--- src/hdl/http_response_length_framer_macros.svh ---
// ----------------------------------------------------------------------------
// http_response_length_framer_macros
// assertion macros used by the framer back end (hrlf_back)
// ----------------------------------------------------------------------------
`ifndef HTTP_RESPONSE_LENGTH_FRAMER_MACROS_SVH
`define HTTP_RESPONSE_LENGTH_FRAMER_MACROS_SVH

`ifndef SYNTH
`define HRLF_ASSERT(name, prop, msg) \
  name: assert property (@(posedge clk_i) disable iff (!rst_ni) prop) else $error(msg);
`define HRLF_ASSERT_NEVER(name, cond, msg) \
  name: assert property (@(posedge clk_i) disable iff (!rst_ni) !(cond)) else $error(msg);
`else
`define HRLF_ASSERT(name, prop, msg)
`define HRLF_ASSERT_NEVER(name, cond, msg)
`endif

`endif

--- src/hdl/hrlf_pkg.sv ---
// ----------------------------------------------------------------------------
// hrlf_pkg
// types and constants of the http response length framer
// ----------------------------------------------------------------------------
`timescale 1ns / 1ps
`default_nettype none

package hrlf_pkg;

  localparam int LengthBits = 32;
  localparam logic [LengthBits-1:0] LenMax = {LengthBits{1'b1}};

  localparam int NameLen = 15;
  localparam int EndLen = 4;
  localparam logic [NameLen*8-1:0] FieldName = "Content-Length:";
  localparam logic [EndLen*8-1:0] BlankLine = {8'h0d, 8'h0a, 8'h0d, 8'h0a};

  localparam int NameIdxW = $clog2(NameLen + 1);
  localparam int NameSelW = $clog2(NameLen);
  localparam int EndIdxW = $clog2(EndLen + 1);
  localparam int EndSelW = $clog2(EndLen);

  localparam logic [7:0] CharCr = 8'h0d;
  localparam logic [7:0] CharSpace = 8'h20;
  localparam logic [7:0] CharZero = 8'h30;
  localparam logic [7:0] CharNine = 8'h39;

  localparam int QueueDepth = 4;
  localparam int QueuePtrW = $clog2(QueueDepth);
  localparam int QueueCntW = $clog2(QueueDepth + 1);

  localparam int OutDepth = 2;
  localparam int OutCntW = $clog2(OutDepth + 1);

  typedef enum logic [1:0] {
    PhHeader,
    PhSpaces,
    PhDigits,
    PhBody
  } phase_e;

  typedef struct packed {
    logic [7:0] rx_byte;
    logic       restart;
  } in_word_t;

  typedef struct packed {
    logic        message_done;
    logic        length_error;
    logic [31:0] message_length;
  } out_word_t;

  typedef struct packed {
    logic               restart;
    logic               is_cr;
    logic               is_space;
    logic               is_digit;
    logic [3:0]         digit;
    logic [NameLen-1:0] name_eq;
    logic [EndLen-1:0]  end_eq;
  } cls_t;

endpackage

`default_nettype wire

--- src/hdl/hrlf_front.sv ---
// ----------------------------------------------------------------------------
// hrlf_front
// classifies each received byte as cr, space or digit and against the field name and the blank line
// ----------------------------------------------------------------------------
`timescale 1ns / 1ps
`default_nettype none

module hrlf_front (
  input  hrlf_pkg::in_word_t word_i,
  output hrlf_pkg::cls_t     cls_o
);
  import hrlf_pkg::*;

  logic [7:0] b;
  logic [7:0] b_off;

  assign b = word_i.rx_byte;
  assign b_off = b - CharZero;

  always_comb begin
    cls_o.restart  = word_i.restart;
    cls_o.is_cr    = (b == CharCr);
    cls_o.is_space = (b == CharSpace);
    cls_o.is_digit = (b >= CharZero) && (b <= CharNine);
    cls_o.digit    = b_off[3:0];
    for (int k = 0; k < NameLen; k++) begin
      cls_o.name_eq[k] = (b == FieldName[(NameLen-1-k)*8 +: 8]);
    end
    for (int k = 0; k < EndLen; k++) begin
      cls_o.end_eq[k] = (b == BlankLine[(EndLen-1-k)*8 +: 8]);
    end
  end

endmodule

`default_nettype wire

--- src/hdl/hrlf_queue.sv ---
// ----------------------------------------------------------------------------
// hrlf_queue
// short first-word-fall-through queue between the classifier and the counter
// ----------------------------------------------------------------------------
`timescale 1ns / 1ps
`default_nettype none

module hrlf_queue (
  input  wire            clk_i,
  input  wire            rst_ni,
  input  wire            push_i,
  input  hrlf_pkg::cls_t word_i,
  output logic           full_o,
  input  wire            pop_i,
  output hrlf_pkg::cls_t word_o,
  output logic           empty_o
);
  import hrlf_pkg::*;

  cls_t                 mem_q [QueueDepth];
  logic [QueuePtrW-1:0] wr_q, wr_d;
  logic [QueuePtrW-1:0] rd_q, rd_d;
  logic [QueueCntW-1:0] cnt_q, cnt_d;
  logic                 do_push;
  logic                 do_pop;

  assign full_o  = (cnt_q == QueueCntW'(QueueDepth));
  assign empty_o = (cnt_q == '0);
  assign do_push = push_i && !full_o;
  assign do_pop  = pop_i && !empty_o;
  assign word_o  = mem_q[rd_q];

  always_comb begin
    wr_d  = wr_q;
    rd_d  = rd_q;
    cnt_d = cnt_q;
    if (do_push) begin
      wr_d = (wr_q == QueuePtrW'(QueueDepth - 1)) ? '0 : wr_q + 1'b1;
    end
    if (do_pop) begin
      rd_d = (rd_q == QueuePtrW'(QueueDepth - 1)) ? '0 : rd_q + 1'b1;
    end
    if (do_push && !do_pop) begin
      cnt_d = cnt_q + 1'b1;
    end else if (do_pop && !do_push) begin
      cnt_d = cnt_q - 1'b1;
    end
  end

  always_ff @(posedge clk_i or negedge rst_ni) begin
    if (!rst_ni) begin
      wr_q  <= '0;
      rd_q  <= '0;
      cnt_q <= '0;
    end else begin
      wr_q  <= wr_d;
      rd_q  <= rd_d;
      cnt_q <= cnt_d;
    end
  end

  always_ff @(posedge clk_i) begin
    if (do_push) begin
      mem_q[wr_q] <= word_i;
    end
  end

endmodule

`default_nettype wire

--- src/hdl/hrlf_back.sv ---
// ----------------------------------------------------------------------------
// hrlf_back
// header and body counting, length field parsing and result buffering
// ----------------------------------------------------------------------------
`timescale 1ns / 1ps
`default_nettype none
`include "http_response_length_framer_macros.svh"

module hrlf_back (
  input  wire                 clk_i,
  input  wire                 rst_ni,
  input  hrlf_pkg::cls_t      cls_i,
  input  wire                 cls_empty_i,
  output logic                cls_pop_o,
  output hrlf_pkg::out_word_t out_word_o,
  output logic                empty,
  input  wire                 pop
);
  import hrlf_pkg::*;

  typedef struct packed {
    logic emit;
    logic err;
    logic to_body;
    logic to_spaces;
    logic to_digits;
    logic to_header;
  } step_t;

  phase_e                phase_q, phase_d, ph;
  logic [NameIdxW-1:0]   name_idx_q, name_idx_d, nidx, nidx_next;
  logic [EndIdxW-1:0]    end_idx_q, end_idx_d, eidx, eidx_next;
  logic                  seen_q, seen_d, seen;
  logic [LengthBits-1:0] len_q, len_d, len;
  logic [LengthBits-1:0] hdr_q, hdr_d, hdr, hdr_inc;
  logic [LengthBits-1:0] body_q, body_d, body;
  logic [LengthBits-1:0] total_q, total_d;
  logic [LengthBits:0]   sum;
  logic [LengthBits+3:0] len_x10;
  logic                  take;
  step_t                 st;
  logic [LengthBits-1:0] res_len;

  out_word_t             out_mem_q [OutDepth];
  logic                  out_wr_q, out_rd_q;
  logic [OutCntW-1:0]    out_cnt_q;
  logic                  res_push;
  logic                  out_pop;
  out_word_t             res_word;

  assign take      = !cls_empty_i && (out_cnt_q != OutCntW'(OutDepth));
  assign cls_pop_o = take;

  // restart drops the partial message before the word is used
  always_comb begin
    if (cls_i.restart) begin
      ph   = PhHeader;
      nidx = '0;
      eidx = '0;
      seen = 1'b0;
      len  = '0;
      hdr  = '0;
      body = '0;
    end else begin
      ph   = phase_q;
      nidx = name_idx_q;
      eidx = end_idx_q;
      seen = seen_q;
      len  = len_q;
      hdr  = hdr_q;
      body = body_q;
    end
  end

  assign hdr_inc = hdr + 1'b1;
  assign sum     = {1'b0, hdr} + {1'b0, len} + 1'b1;
  assign len_x10 = ({4'b0, len} << 3) + ({4'b0, len} << 1) + (LengthBits+4)'(cls_i.digit);

  always_comb begin
    eidx_next = cls_i.end_eq[eidx[EndSelW-1:0]] ? eidx + 1'b1 : EndIdxW'(cls_i.is_cr);
    nidx_next = cls_i.name_eq[nidx[NameSelW-1:0]] ? nidx + 1'b1
                                                  : NameIdxW'(cls_i.name_eq[0]);
  end

  // step decode and data registers
  always_comb begin
    st         = '0;
    res_len    = '0;
    name_idx_d = name_idx_q;
    end_idx_d  = end_idx_q;
    seen_d     = seen_q;
    len_d      = len_q;
    hdr_d      = hdr_q;
    body_d     = body_q;
    total_d    = total_q;
    if (take) begin
      name_idx_d = nidx;
      end_idx_d  = eidx;
      seen_d     = seen;
      len_d      = len;
      hdr_d      = hdr;
      body_d     = body;
      if (ph == PhBody) begin
        body_d = body - 1'b1;
        if (body == LengthBits'(1)) begin
          st.emit = 1'b1;
          res_len = total_q;
        end
      end else if (hdr == LenMax) begin
        st.emit = 1'b1;
        st.err  = 1'b1;
      end else begin
        hdr_d = hdr_inc;
        if (ph == PhHeader) begin
          if (eidx_next == EndIdxW'(EndLen)) begin
            if (!seen || len == '0) begin
              st.emit = 1'b1;
              res_len = hdr_inc;
            end else if (sum[LengthBits]) begin
              st.emit = 1'b1;
              st.err  = 1'b1;
            end else begin
              st.to_body = 1'b1;
              body_d     = len;
              total_d    = sum[LengthBits-1:0];
              name_idx_d = '0;
              end_idx_d  = '0;
            end
          end else begin
            end_idx_d = eidx_next;
            if (!seen) begin
              if (nidx_next == NameIdxW'(NameLen)) begin
                name_idx_d   = '0;
                st.to_spaces = 1'b1;
              end else begin
                name_idx_d = nidx_next;
              end
            end
          end
        end else begin
          end_idx_d = '0;
          if (cls_i.is_cr) begin
            seen_d       = 1'b1;
            end_idx_d    = EndIdxW'(1);
            st.to_header = 1'b1;
          end else if (ph == PhSpaces && cls_i.is_space) begin
            st.to_header = 1'b0;
          end else if (cls_i.is_digit) begin
            st.to_digits = 1'b1;
            if (|len_x10[LengthBits+3:LengthBits]) begin
              st.emit = 1'b1;
              st.err  = 1'b1;
            end else begin
              len_d = len_x10[LengthBits-1:0];
            end
          end else begin
            st.emit = 1'b1;
            st.err  = 1'b1;
          end
        end
      end
      if (st.emit) begin
        name_idx_d = '0;
        end_idx_d  = '0;
        seen_d     = 1'b0;
        len_d      = '0;
        hdr_d      = '0;
        body_d     = '0;
      end
    end
  end

  // next phase
  always_comb begin
    phase_d = phase_q;
    if (take) begin
      if (st.emit) begin
        phase_d = PhHeader;
      end else if (st.to_body) begin
        phase_d = PhBody;
      end else if (st.to_spaces) begin
        phase_d = PhSpaces;
      end else if (st.to_digits) begin
        phase_d = PhDigits;
      end else if (st.to_header) begin
        phase_d = PhHeader;
      end else begin
        phase_d = ph;
      end
    end
  end

  // result word
  always_comb begin
    res_push                = take && st.emit;
    res_word.message_done   = !st.err;
    res_word.length_error   = st.err;
    res_word.message_length = st.err ? 32'd0 : 32'(res_len);
  end

  always_ff @(posedge clk_i or negedge rst_ni) begin
    if (!rst_ni) begin
      phase_q    <= PhHeader;
      name_idx_q <= '0;
      end_idx_q  <= '0;
      seen_q     <= 1'b0;
      len_q      <= '0;
      hdr_q      <= '0;
      body_q     <= '0;
      total_q    <= '0;
    end else begin
      phase_q    <= phase_d;
      name_idx_q <= name_idx_d;
      end_idx_q  <= end_idx_d;
      seen_q     <= seen_d;
      len_q      <= len_d;
      hdr_q      <= hdr_d;
      body_q     <= body_d;
      total_q    <= total_d;
    end
  end

  // result buffer
  assign empty      = (out_cnt_q == '0);
  assign out_pop    = pop && !empty;
  assign out_word_o = out_mem_q[out_rd_q];

  always_ff @(posedge clk_i or negedge rst_ni) begin
    if (!rst_ni) begin
      out_wr_q  <= 1'b0;
      out_rd_q  <= 1'b0;
      out_cnt_q <= '0;
    end else begin
      if (res_push) begin
        out_wr_q <= !out_wr_q;
      end
      if (out_pop) begin
        out_rd_q <= !out_rd_q;
      end
      if (res_push && !out_pop) begin
        out_cnt_q <= out_cnt_q + 1'b1;
      end else if (out_pop && !res_push) begin
        out_cnt_q <= out_cnt_q - 1'b1;
      end
    end
  end

  always_ff @(posedge clk_i) begin
    if (res_push) begin
      out_mem_q[out_wr_q] <= res_word;
    end
  end

  `HRLF_ASSERT(a_body_nonzero, (phase_q == PhBody) |-> (body_q != '0), "body count at zero")
  `HRLF_ASSERT(a_field_idx_clear, (phase_q == PhSpaces || phase_q == PhDigits) |-> (end_idx_q == '0 && name_idx_q == '0), "match index left set in length field")
  `HRLF_ASSERT_NEVER(a_out_overflow, out_cnt_q > OutCntW'(OutDepth), "result buffer overflow")
  `HRLF_ASSERT(a_emit_clears, res_push |=> (phase_q == PhHeader && hdr_q == '0 && !seen_q), "message state not cleared after result")

endmodule

`default_nettype wire

--- src/hdl/http_response_length_framer.sv ---
// ----------------------------------------------------------------------------
// http_response_length_framer
// frames http responses by header size and content length
// ----------------------------------------------------------------------------
// throughput: one byte per cycle while the result buffer is not full, set by the counter update
// a byte is registered in the queue, then its result in the result buffer, from which it is popped
// a four-word queue lets the classifier and the counter stall apart
// reset: asynchronous, active low, clears all message state and both queues
`timescale 1ns / 1ps
`default_nettype none

module http_response_length_framer (
  input  wire                 clk_i,
  input  wire                 rst_ni,
  input  wire                 push,
  input  hrlf_pkg::in_word_t  in_word_i,
  output logic                full,
  output logic                empty,
  input  wire                 pop,
  output hrlf_pkg::out_word_t out_word_o
);
  import hrlf_pkg::*;

  cls_t cls_in;
  cls_t cls_head;
  logic cls_empty;
  logic cls_pop;

  hrlf_front u_front (
    .word_i (in_word_i),
    .cls_o  (cls_in)
  );

  hrlf_queue u_queue (
    .clk_i   (clk_i),
    .rst_ni  (rst_ni),
    .push_i  (push),
    .word_i  (cls_in),
    .full_o  (full),
    .pop_i   (cls_pop),
    .word_o  (cls_head),
    .empty_o (cls_empty)
  );

  hrlf_back u_back (
    .clk_i       (clk_i),
    .rst_ni      (rst_ni),
    .cls_i       (cls_head),
    .cls_empty_i (cls_empty),
    .cls_pop_o   (cls_pop),
    .out_word_o  (out_word_o),
    .empty       (empty),
    .pop         (pop)
  );

endmodule

`default_nettype wire

--- config.mk ---
export PLATFORM = sky130hd
export DESIGN_NAME = http_response_length_framer
export DESIGN_NICKNAME = d
export VERILOG_FILES = /design/src/hdl/hrlf_pkg.sv /design/src/hdl/hrlf_front.sv /design/src/hdl/hrlf_queue.sv /design/src/hdl/hrlf_back.sv /design/src/hdl/http_response_length_framer.sv
export VERILOG_INCLUDE_DIRS = /design/src /design/src/hdl
export SDC_FILE = /design/constraint.sdc
export NUM_CORES = 1
export LEC_CHECK = 0
export BUFFER_PORTS_ARGS = -buffer_cell sky130_fd_sc_hd__buf_4
export CORE_MARGIN = 5
export CORE_UTILIZATION = 64
export DETAILED_ROUTE_END_ITERATION = 6
export GPL_ROUTABILITY_DRIVEN = 0
export GPL_TIMING_DRIVEN = 0
export PLACE_DENSITY = 0.81
export SKIP_CTS_REPAIR_TIMING = 1
export SYNTH_ARGS = -nofsm -noshare
export SYNTH_HDL_FRONTEND = slang
export SYNTH_HIERARCHICAL = 1
export SYNTH_SLANG_ARGS = --single-unit
--- constraint.sdc ---
create_clock -name clk_i -period 8.5 [get_ports clk_i]
set_clock_uncertainty 0.15 [all_clocks]
set_input_delay 1.275 -clock clk_i [delete_from_list [all_inputs] [get_ports clk_i]]
set_output_delay 1.275 -clock clk_i [all_outputs]
set_load 0.005 [all_outputs]
==> results.md, run 1 <==
* Status: finished, violations left
* Failing checks: DRC, capacitance limit
* Worst-path clk slew at 0.06 ns
* Clk pwr share at 0.279
* Dpl cell area at around 21000 sq um
* Post-Synth Adder-Cell Area at 0.0694
* Initial antenna violation count at 3
* Critical Path RT at roughly 8.8 ns
* Core ar. at roughly 31000 sq um
* Post-Synth XOR/XNOR Area at 0.0409
* Hold crit path type: reg2reg
* First-pass GRT wire length at 91.0 mm
* GRT Resource Usage Total at 0.323
* Fillers at between 2k and 2.5k
* Ports at 49
* Port Buf Inserts at 47
* Period utilization at 0.974
* Fmax at between 100 and 150 MHz
* Max VDD drop at 162 uV
* CTS HTree Levels at 2
* Power, Total at approximately 5.2 mW
* Post-Syn Instances at about 2.0k
* Register area at roughly 9000 sq um
* P_sw at between 1.5 and 2 mW
* Grt ovf at 0
* P_int at about 3.2 mW
* Worst setup EP type: flop
* Hold Slack at around 0.33 ns
* Tightest Pin Transition at approximately 1.5 ns
* # setup viols final at 0
* Post-synthesis compound-gate area fraction at 0.179
* Simple-Gate Fraction of Synth Area at 0.165
* Critical path class: reg2reg
* Fin. max-slew vios at 0
* Worst path arrival time at approximately 8.6 ns
* Drt first pass iters at 7
* DR vias/cell at between 6 and 7
* Vias in the first global route at roughly 17k
* Logic pwr share at 0.363
* Post-route cell area at 22200 sq um
* # diodes at 0
* Avg WL per Cell at approximately 23 um
* Synthesized Nets at between 2k and 2.5k
* Max_cap viols at 1
* Register area share after synthesis at 0.447
* PwrDens at 235 nW/um^2
* Minimum clock period at between 8 and 9 ns
* Slew margin rel. at 0.00993
* Maximum fanout along the worst path at 28
* Post-synth top area cell: edfxtp_1
* Row count at 65
* Post-synth EDFFs at 176
* Total clock sinks at around 330
* Type of origin of the critical path: flop
* Synth Flop Type: edfxtp_1
* Die H at ~190 um
* Synth area leaders: edfxtp_1 26%, dfrtp_1 19%, ha_1 6.6%
* Post-synth top area share at 0.262
* Num CTS Buffers at 35
* Layout Area Growth over Synthesis at 10.2%
* Yosys warns at 6
* Setup TNS at 0 ns
* Leakage Power at between 9 and 10 nW
* Footprint of the multi-input gates at around 10000 sq um
* Share of cells above drive strength 1 at 0.116
* Drt total wl at ~58 mm
* Yosys reg bits at 325
* Post-synthesis mux area share at 0.0651
* Most frequent cells in the layout: 211 x nand2_1, 176 x edfxtp_1, 149 x dfrtp_1, 143 x nor2_1, 136 x o21ai_0
* Mean Syn Cell Area at approximately 10 sq um
* CTS tree: yes
* Antenna Nets Post-Route at 0
* Synth unique cells at 90
* Netlist Area Pre-Place at approximately 20000 sq um
* Commonest non-fill, non-tap cell in the layout: nand2_1
* First DRT Iteration DRCs at approximately 2.5k
* Die area at approximately 35000 sq um
* Post-DP HPWL at approximately 42 mm
* Initial core utilization at 0.643
* Die width at about 190 um
* Drc violations at 30
* Main combinational cell family by area after synthesis: compound AO/OA/AOI/OAI gates
* Clk_lat worst skew at approximately 0.52 ns
* Largest net degree at the start of global routing at 86
* RSZ-0062 raised after global routing: no
* Detailed-route via count at ~17k
* CTS max path bufs at 3
* CTS root buf: clkbuf_16
* Synth async-reset ratio at 0.458
* Fin nets at approximately 2.2k
* Sequential power share at 0.358
* Final-report hold violation count at 0
* Sw frac at 0.377
[sequential cells by signal, indices dropped and copies added (netlist names)]
name	cells
u_back/body_q	32
u_back/end_idx_q	3
u_back/hdr_q	32
u_back/len_q	32
u_back/name_idx_q	4
u_back/out_cnt_q	2
u_back/out_mem_q	68
u_back/out_rd_q	1
u_back/out_wr_q	1
u_back/phase_q	2
u_back/seen_q	1
u_back/total_q	32
u_queue/cnt_q	3
u_queue/mem_q	108
u_queue/rd_q	2
u_queue/wr_q	2
[worst paths after layout]
kind / depth (start not counted) / slack, ns / endpoint / start
max: 24 / 0.22 / u_back/out_cnt_q[1] / u_queue/rd_q[0]
min: 2 / 0.33 / u_back/total_q[19] / u_back/total_q[19]
max reg2reg: 24 / 0.22 / u_back/out_cnt_q[1] / u_queue/rd_q[0]
min reg2reg: 2 / 0.33 / u_back/total_q[19] / u_back/total_q[19]
max in group asynchronous: 2 / 6.70 / u_back/total_q[23] / rst_ni
min in group asynchronous: 1 / 0.60 / u_back/len_q[25] / rst_ni
[cell type report]
class	count	area share
inverter	48	0.00812
clock buffer	45	0.0421
sequential	325	0.406
timing repair buffer	52	0.0201
multi-input combinational	1504	0.472
clock inverter	14	0.00637
tap	402	0.0227
buffer	106	0.0228
[cells in the mapped netlist, types with 12 or more instances]
cell	instances
nand2_1	211
edfxtp_1	176
dfrtp_1	149
nor2_1	144
o21ai_0	136
ha_1	107
a21oi_1	98
nor2b_1	70
clkbuf_1	67
xnor2_1	49
inv_1	47
a22oi_1	45
xor2_1	45
nor3_1	44
a21o_1	42
mux2_2	40
nand3_1	38
mux4_2	28
a22o_1	24
nor4_1	24
nand4_1	22
a31oi_1	20
mux2i_1	20
o21ai_1	20
buf_2	19
o211ai_1	19
or3_1	17
buf_4	16
o21bai_1	16
and2_1	15
and3_1	15
nand2b_1	15
o31ai_1	14
a211oi_1	12
[power by group through the flow]
stage	Combinational (mW)	Sequential (mW)	Clock [mW]
after floorplan	1.10	1.88	0
after global placement	1.77	1.89	0
after detailed placement	1.80	1.90	0
after CTS	1.82	1.87	1.47
after global routing	1.97	1.88	1.54
final	1.89	1.87	1.45
[cell families after synthesis]
kind of cell / after synthesis
mux: 90
buf+inv: 156
compound gates: 541
xor+xnor: 94
fa+ha+maj: 110
simple gates: 669
flops: 325
[worst max-delay path: stages (launching register included)]
cell and delay [ns]:
dfrtp_1 0.38, buf_4 0.27, mux4_2 0.67, clkbuf_4 0.38, clkbuf_2 0.38, clkbuf_2 0.40, clkbuf_1 0.36, clkbuf_2 0.32
nor2_1 0.58, ha_1 0.36, ha_1 0.38, a21oi_1 0.20, o221ai_1 0.26, a2111oi_0 0.40, o21ai_1 0.25, a311oi_1 0.40
a31oi_2 0.17, o31a_4 0.45, o21a_4 0.26, nand2_1 0.22, inv_1 0.23, ha_1 0.26, xor2_1 0.14, nor2_1 0.12
xor2_1 0.17
[metrics by stage]
step                worst slack [ns]   util  instances
CTS                            -1.07  0.707       2495
finish                         0.224  0.709       2496
global placement               -2.61  0.671       2434
floorplan                       1.00      -       1985
global route                  0.0271  0.709       2496
detailed placement             -1.05  0.673       2436
[layer usage]
| layer | up-vias | GRT usage | share of wire |
|---|---|---|---|
| met5 | - | 0 | 0.00058 |
| met2 | 1189 | 0.502 | 0.44 |
| met1 | 8082 | 0.431 | 0.38 |
| li1 | 7586 | - | - |
| met4 | 6 | 0.156 | 0.057 |
| met3 | 310 | 0.0765 | 0.12 |
(Power assumes the default switching activity.)
==> run 2, diff against run 1 <==
Settings changed: CORE_UTILIZATION 64 to 58, PLACE_DENSITY 0.81 to 0.78.
Clock period 8.5 ns to 7.5 ns, I/O delays scaled along.
==> results.md, run 2 (synthesis results as in run 1) <==
* GRT Resource Usage Total at 0.299
* Maximum fanout along the worst path at 10
* Die width at 196 um
* # setup viols final at 0
* Share of cells above drive strength 1 at 0.137
* Worst-path clk slew at 0.06 ns
* CTS root buf: clkbuf_16
* Post-DP HPWL at approximately 43 mm
* Most frequent cells in the layout: 209 x nand2_1, 176 x edfxtp_1, 149 x dfrtp_1, 142 x nor2_1, 135 x o21ai_0
* CP max stage cell: mux4_2
* P_sw at roughly 2.3 mW
* CTS HTree Levels at 2
* Port Buf Inserts at 47
* Slew margin rel. at 0.0529
* Setup TNS at 0 ns
* Logic pwr share at 0.363
* Final core occ at 0.656
* Sw frac at 0.373
* Minimum clock period at about 7.5 ns
* Hold Slack at 0.323 ns
* Type of origin of the critical path: flop
* Fin. max-slew vios at 0
* Footprint of the multi-input gates at approximately 11000 sq um
* Period utilization at 0.995
* Final Instance Count excl. Fillers at roughly 2.6k
* Drc violations at 2
* Final-report hold violation count at 0
* Detailed-route via count at between 15k and 20k
* Drt total wl at just under 60 mm
* Fin nets at roughly 2.2k
* Ports at 49
* CP most frequent cell: clkbuf_4
* Clk_lat worst skew at approximately 0.53 ns
* Dpl cell area at roughly 21000 sq um
* Antenna Nets Post-Route at 0
* Leakage Power at ~9.4 nW
* Sequential power share at 0.348
* Hold crit path type: reg2reg
* Fmax at roughly 130 MHz
* First DRT Iteration DRCs at approximately 2.3k
* Max_cap viols at 0
* Failing checks: DRC
* Worst setup EP type: flop
* Post-Place Setup Slack at -2.39 ns
* Tightest Pin Transition at 1.42 ns
* P_int at 3.82 mW
* Avg WL per Cell at roughly 23 um
* Clk pwr share at 0.290
* CTS max path bufs at 3
* PwrDens at 269 nW/um^2
* Grt ovf at 0
* Worst path arrival time at between 7 and 8 ns
* Most flop-heavy register: u_queue/mem_q
* Core ar. at around 34000 sq um
* Commonest non-fill, non-tap cell in the layout: nand2_1
* Vias in the first global route at about 17k
* Largest net degree at the start of global routing at 92
* Critical Path RT at 7.78 ns
* Dpl cells at 2489
* Critical path class: reg2reg
* Drt first pass iters at 7
* Total clock sinks at ~330
* # diodes at 0
* Max VDD drop at around 260 uV
* Die area at 38600 sq um
* Initial core utilization at 0.585
* Die H at 196 um
* Max FFs per register at 108
* Post-route cell area at 22600 sq um
* Register area at 9010 sq um
* Row count at roughly 70
* DR vias/cell at ~6.7
* CTS tree: yes
* Critical path buffers and inverters at 9
* Biggest regs: u_queue/mem_q: 108 flops, u_back/out_mem_q: 68 flops
* First-pass GRT wire length at approximately 92 mm
* Initial antenna violation count at 0
* Status: finished, violations left
* Cell family with most CP delay: buffers and inverters
* Power, Total at 6.09 mW
* Max incr delay on CP at approximately 0.66 ns
* Post-layout worst setup margin at between 0.04 and 0.05 ns
* Num CTS Buffers at 35
* Layout Area Growth over Synthesis at 12.2%
* Fillers at 2642
-- run 2: final cells by class --
| type | instances | share of cell area |
|---|---|---|
| inverter | 48 | 0.00797 |
| buffer | 105 | 0.0236 |
| multi-input combinational | 1505 | 0.472 |
| tap | 455 | 0.0252 |
| clock buffer | 47 | 0.0431 |
| sequential | 325 | 0.399 |
| timing repair buffer | 53 | 0.0208 |
| clock inverter | 14 | 0.00841 |
-- run 2: power by group through the flow --
stage / clock network [mW] / registers [mW] / logic, mW
after floorplan: 0 / 2.13 / 1.24
after global placement: 0 / 2.14 / 2.01
after detailed placement: 0 / 2.15 / 2.06
after CTS: 1.78 / 2.12 / 2.07
after global routing: 1.85 / 2.13 / 2.31
final: 1.76 / 2.12 / 2.21
-- run 2: path summary, 6_finish.rpt --
| path | startpoint | to | slack, ns | depth (start not counted) |
|---|---|---|---|---|
| worst max register to register | u_queue/rd_q[0] | u_back/out_cnt_q[1] | 0.04 | 25 |
| max in group asynchronous | rst_ni | u_back/total_q[6] | 5.93 | 2 |
| worst max-delay path | u_queue/rd_q[0] | u_back/out_cnt_q[1] | 0.04 | 25 |
| worst min-delay path | u_back/total_q[28] | u_back/total_q[28] | 0.32 | 2 |
| worst min register to register | u_back/total_q[28] | u_back/total_q[28] | 0.32 | 2 |
| min in group asynchronous | rst_ni | u_back/hdr_q[30] | 0.40 | 1 |
-- run 2: layer usage --
metal  vias up  wire length, um  global-route usage
met5         -                0                   0
met3       254             6320              0.0691
li1       7625                -                   -
met2      1011            26500               0.470
met4         0             2870               0.128
met1      8116            23100               0.402
-- run 2: worst reg2reg max path, stage by stage, from the launching register on --
cell and delay, ns:
dfrtp_1 0.39, buf_6 0.22, mux4_2 0.66, clkbuf_4 0.27, buf_2 0.23, clkbuf_4 0.24, clkbuf_4 0.28, buf_4 0.25
clkbuf_4 0.27, buf_6 0.22, nor2b_2 0.33, ha_1 0.36, a21o_1 0.18, a21o_1 0.19, a2111oi_0 0.57, o41ai_1 0.22
nor2b_1 0.24, nor3_2 0.44, o21ai_1 0.30, o21a_4 0.38, nand2_4 0.18, inv_2 0.13, ha_1 0.23, xor2_1 0.14
nor2_1 0.12, xor2_1 0.16
==> run 3, diff against run 2 <==
Settings changed: CORE_MARGIN 5 to unset.
==> results.md, run 3 (synthesis results as in run 1) <==
* Status: completed
* Post-route cell area at 22500 sq um
* GRT Resource Usage Total at 0.333
* Initial core utilization at 0.595
* Ports at a little under 50
* Commonest non-fill, non-tap cell in the layout: nand2_1
* Critical Path RT at 7.80 ns
* Largest net degree at the start of global routing at between 80 and 90
* Fmax at between 100 and 150 MHz
* # diodes at 0
* Max FFs per register at approximately 110
* CTS tree: yes
* Dpl cells at approximately 2.5k
* Minimum clock period at ~7.5 ns
* Share of cells above drive strength 1 at 0.136
* Period utilization at 0.994
* Max incr delay on CP at 0.66 ns
* Worst path arrival time at 7.76 ns
* Most flop-heavy register: u_queue/mem_q
* Type of origin of the critical path: flop
* Core ar. at about 34000 sq um
* First-pass GRT wire length at about 90 mm
* Worst-path clk slew at 0.06 ns
* Clk_lat worst skew at ~0.53 ns
* Max_cap viols at 0
* Logic pwr share at 0.371
* Sw frac at 0.383
* Antenna Nets Post-Route at 0
* Fin. max-slew vios at 0
* Critical R2R Capture: u_back/out_cnt_q[1]
* Slew margin rel. at 0.131
* Sequential power share at 0.353
* Critical path buffers and inverters at 8
* CTS max path bufs at 3
* # setup viols final at 0
* Max VDD drop at between 200 and 300 uV
* CP max stage cell: mux4_2
* P_int at about 3.7 mW
* Drc violations at 0
* Most frequent cells in the layout: 210 x nand2_1, 176 x edfxtp_1, 149 x dfrtp_1, 142 x nor2_1, 134 x o21ai_0
* Worst setup EP type: flop
* Final-report hold violation count at 0
* P_sw at between 2 and 2.5 mW
* Die area at between 30000 and 40000 sq um
* Vias in the first global route at 16.5k
* Die H at about 190 um
* Total clock sinks at 325
* PwrDens at around 270 nW/um^2
* Hold Path Sink: u_back/end_idx_q[2]
* Final Instance Count excl. Fillers at 2540
* Worst Setup SP: u_queue/rd_q[0]
* Drt first pass iters at 6
* R2r setup slk at around 0.044 ns
* Hold path startpoint: u_back/end_idx_q[2]
* Detailed-route via count at 17.3k
* Fin nets at between 2k and 2.5k
* Num CTS Buffers at 34
* Clk pwr share at 0.276
* Hold Slack at roughly 0.33 ns
* First DRT Iteration DRCs at approximately 2.2k
* Biggest regs: u_queue/mem_q: 108 flops, u_back/out_mem_q: 68 flops
* Post-DP HPWL at 43.4 mm
* Dpl cell area at roughly 21000 sq um
* Reg2reg start: u_queue/rd_q[0]
* Grt ovf at 0
* Avg WL per Cell at 23.5 um
* CP most frequent cell: clkbuf_4
* DR vias/cell at slightly below 7
* WHS Path Cells at 2
* Row count at 67
* Drt total wl at around 60 mm
* Cell family with most CP delay: compound AO/OA/AOI/OAI gates
* Critical path class: reg2reg
* Initial antenna violation count at 2
* Layout Area Growth over Synthesis at 11.5%
* CTS HTree Levels at 2
* CTS root buf: clkbuf_16
* Die width at roughly 190 um
* Tightest Pin Transition at between 1 and 1.5 ns
* Leakage Power at between 9 and 10 nW
* Hold crit path type: reg2reg
* Maximum fanout along the worst path at 10
* Reg2Reg Depth at 25
* Port Buf Inserts at between 40 and 50
-- run 3: power groups by stage --
stage	clock [mW]	combinational, mW	sequential (mW)
2_1_floorplan	0	1.24	2.13
3_5_place_dp	0	2.05	2.15
5_1_grt	1.73	2.28	2.13
6_report	1.65	2.22	2.12
4_1_cts	1.67	2.06	2.12
3_3_place_gp	0	2.01	2.14
-- run 3: stage by stage --
step	utilization	TNS, ns	power, mW	worst slack, ns
2_1_floorplan	-	0	3.37	0.00499
3_3_place_gp	0.622	-500.42	4.15	-3.64
3_5_place_dp	0.624	-436.94	4.20	-1.99
4_1_cts	0.655	-448.01	5.85	-2.04
5_1_grt	0.663	-0.0901	6.14	-0.0769
6_report	0.663	0	5.99	0.0442
-- run 3: how the worst max path moves through the flow --
stage | to | slack (ns) | cells after the start
final | u_back/out_cnt_q[1] | 0.04 | 25
after global routing | u_back/out_cnt_q[1] | -0.08 | 23
after CTS | u_back/out_mem_q[0][29] | -2.04 | 24
after detailed placement | u_back/name_idx_q[0] | -1.99 | 24
after global placement | u_back/out_mem_q[0][4] | -3.64 | 23
after floorplan | u_back/out_mem_q[0][0] | 0.005 | 22
-- run 3: area by class of cell --
| class | instances | area [sq um] |
|---|---|---|
| sequential | 325 | 9010 |
| inverter | 48 | 180 |
| clock buffer | 46 | 967 |
| buffer | 104 | 532 |
| clock inverter | 13 | 111 |
| fill | 2553 | 11400 |
| tap | 448 | 561 |
| multi-input combinational | 1504 | 10700 |
| timing repair buffer | 52 | 427 |
-- run 3: metal layers --
layer | GRT usage | up-vias | wire length (um)
met5 | 0 | - | 13
met4 | 0.160 | 2 | 3440
met3 | 0.0810 | 269 | 6360
met2 | 0.526 | 1111 | 26900
met1 | 0.433 | 8316 | 23000
li1 | - | 7593 | -
-- run 3: worst register-to-register path: cells and delay by family, from the launching register on --
family	cells	cell delay (ns)
adders and majority gates	3	0.92
and+or+nand+nor	3	0.72
buffers and inverters	8	1.93
xor gates and xnor gates	2	0.29
AOI/OAI and AO/OA	8	2.32
DFF	1	0.39
muxes	1	0.68
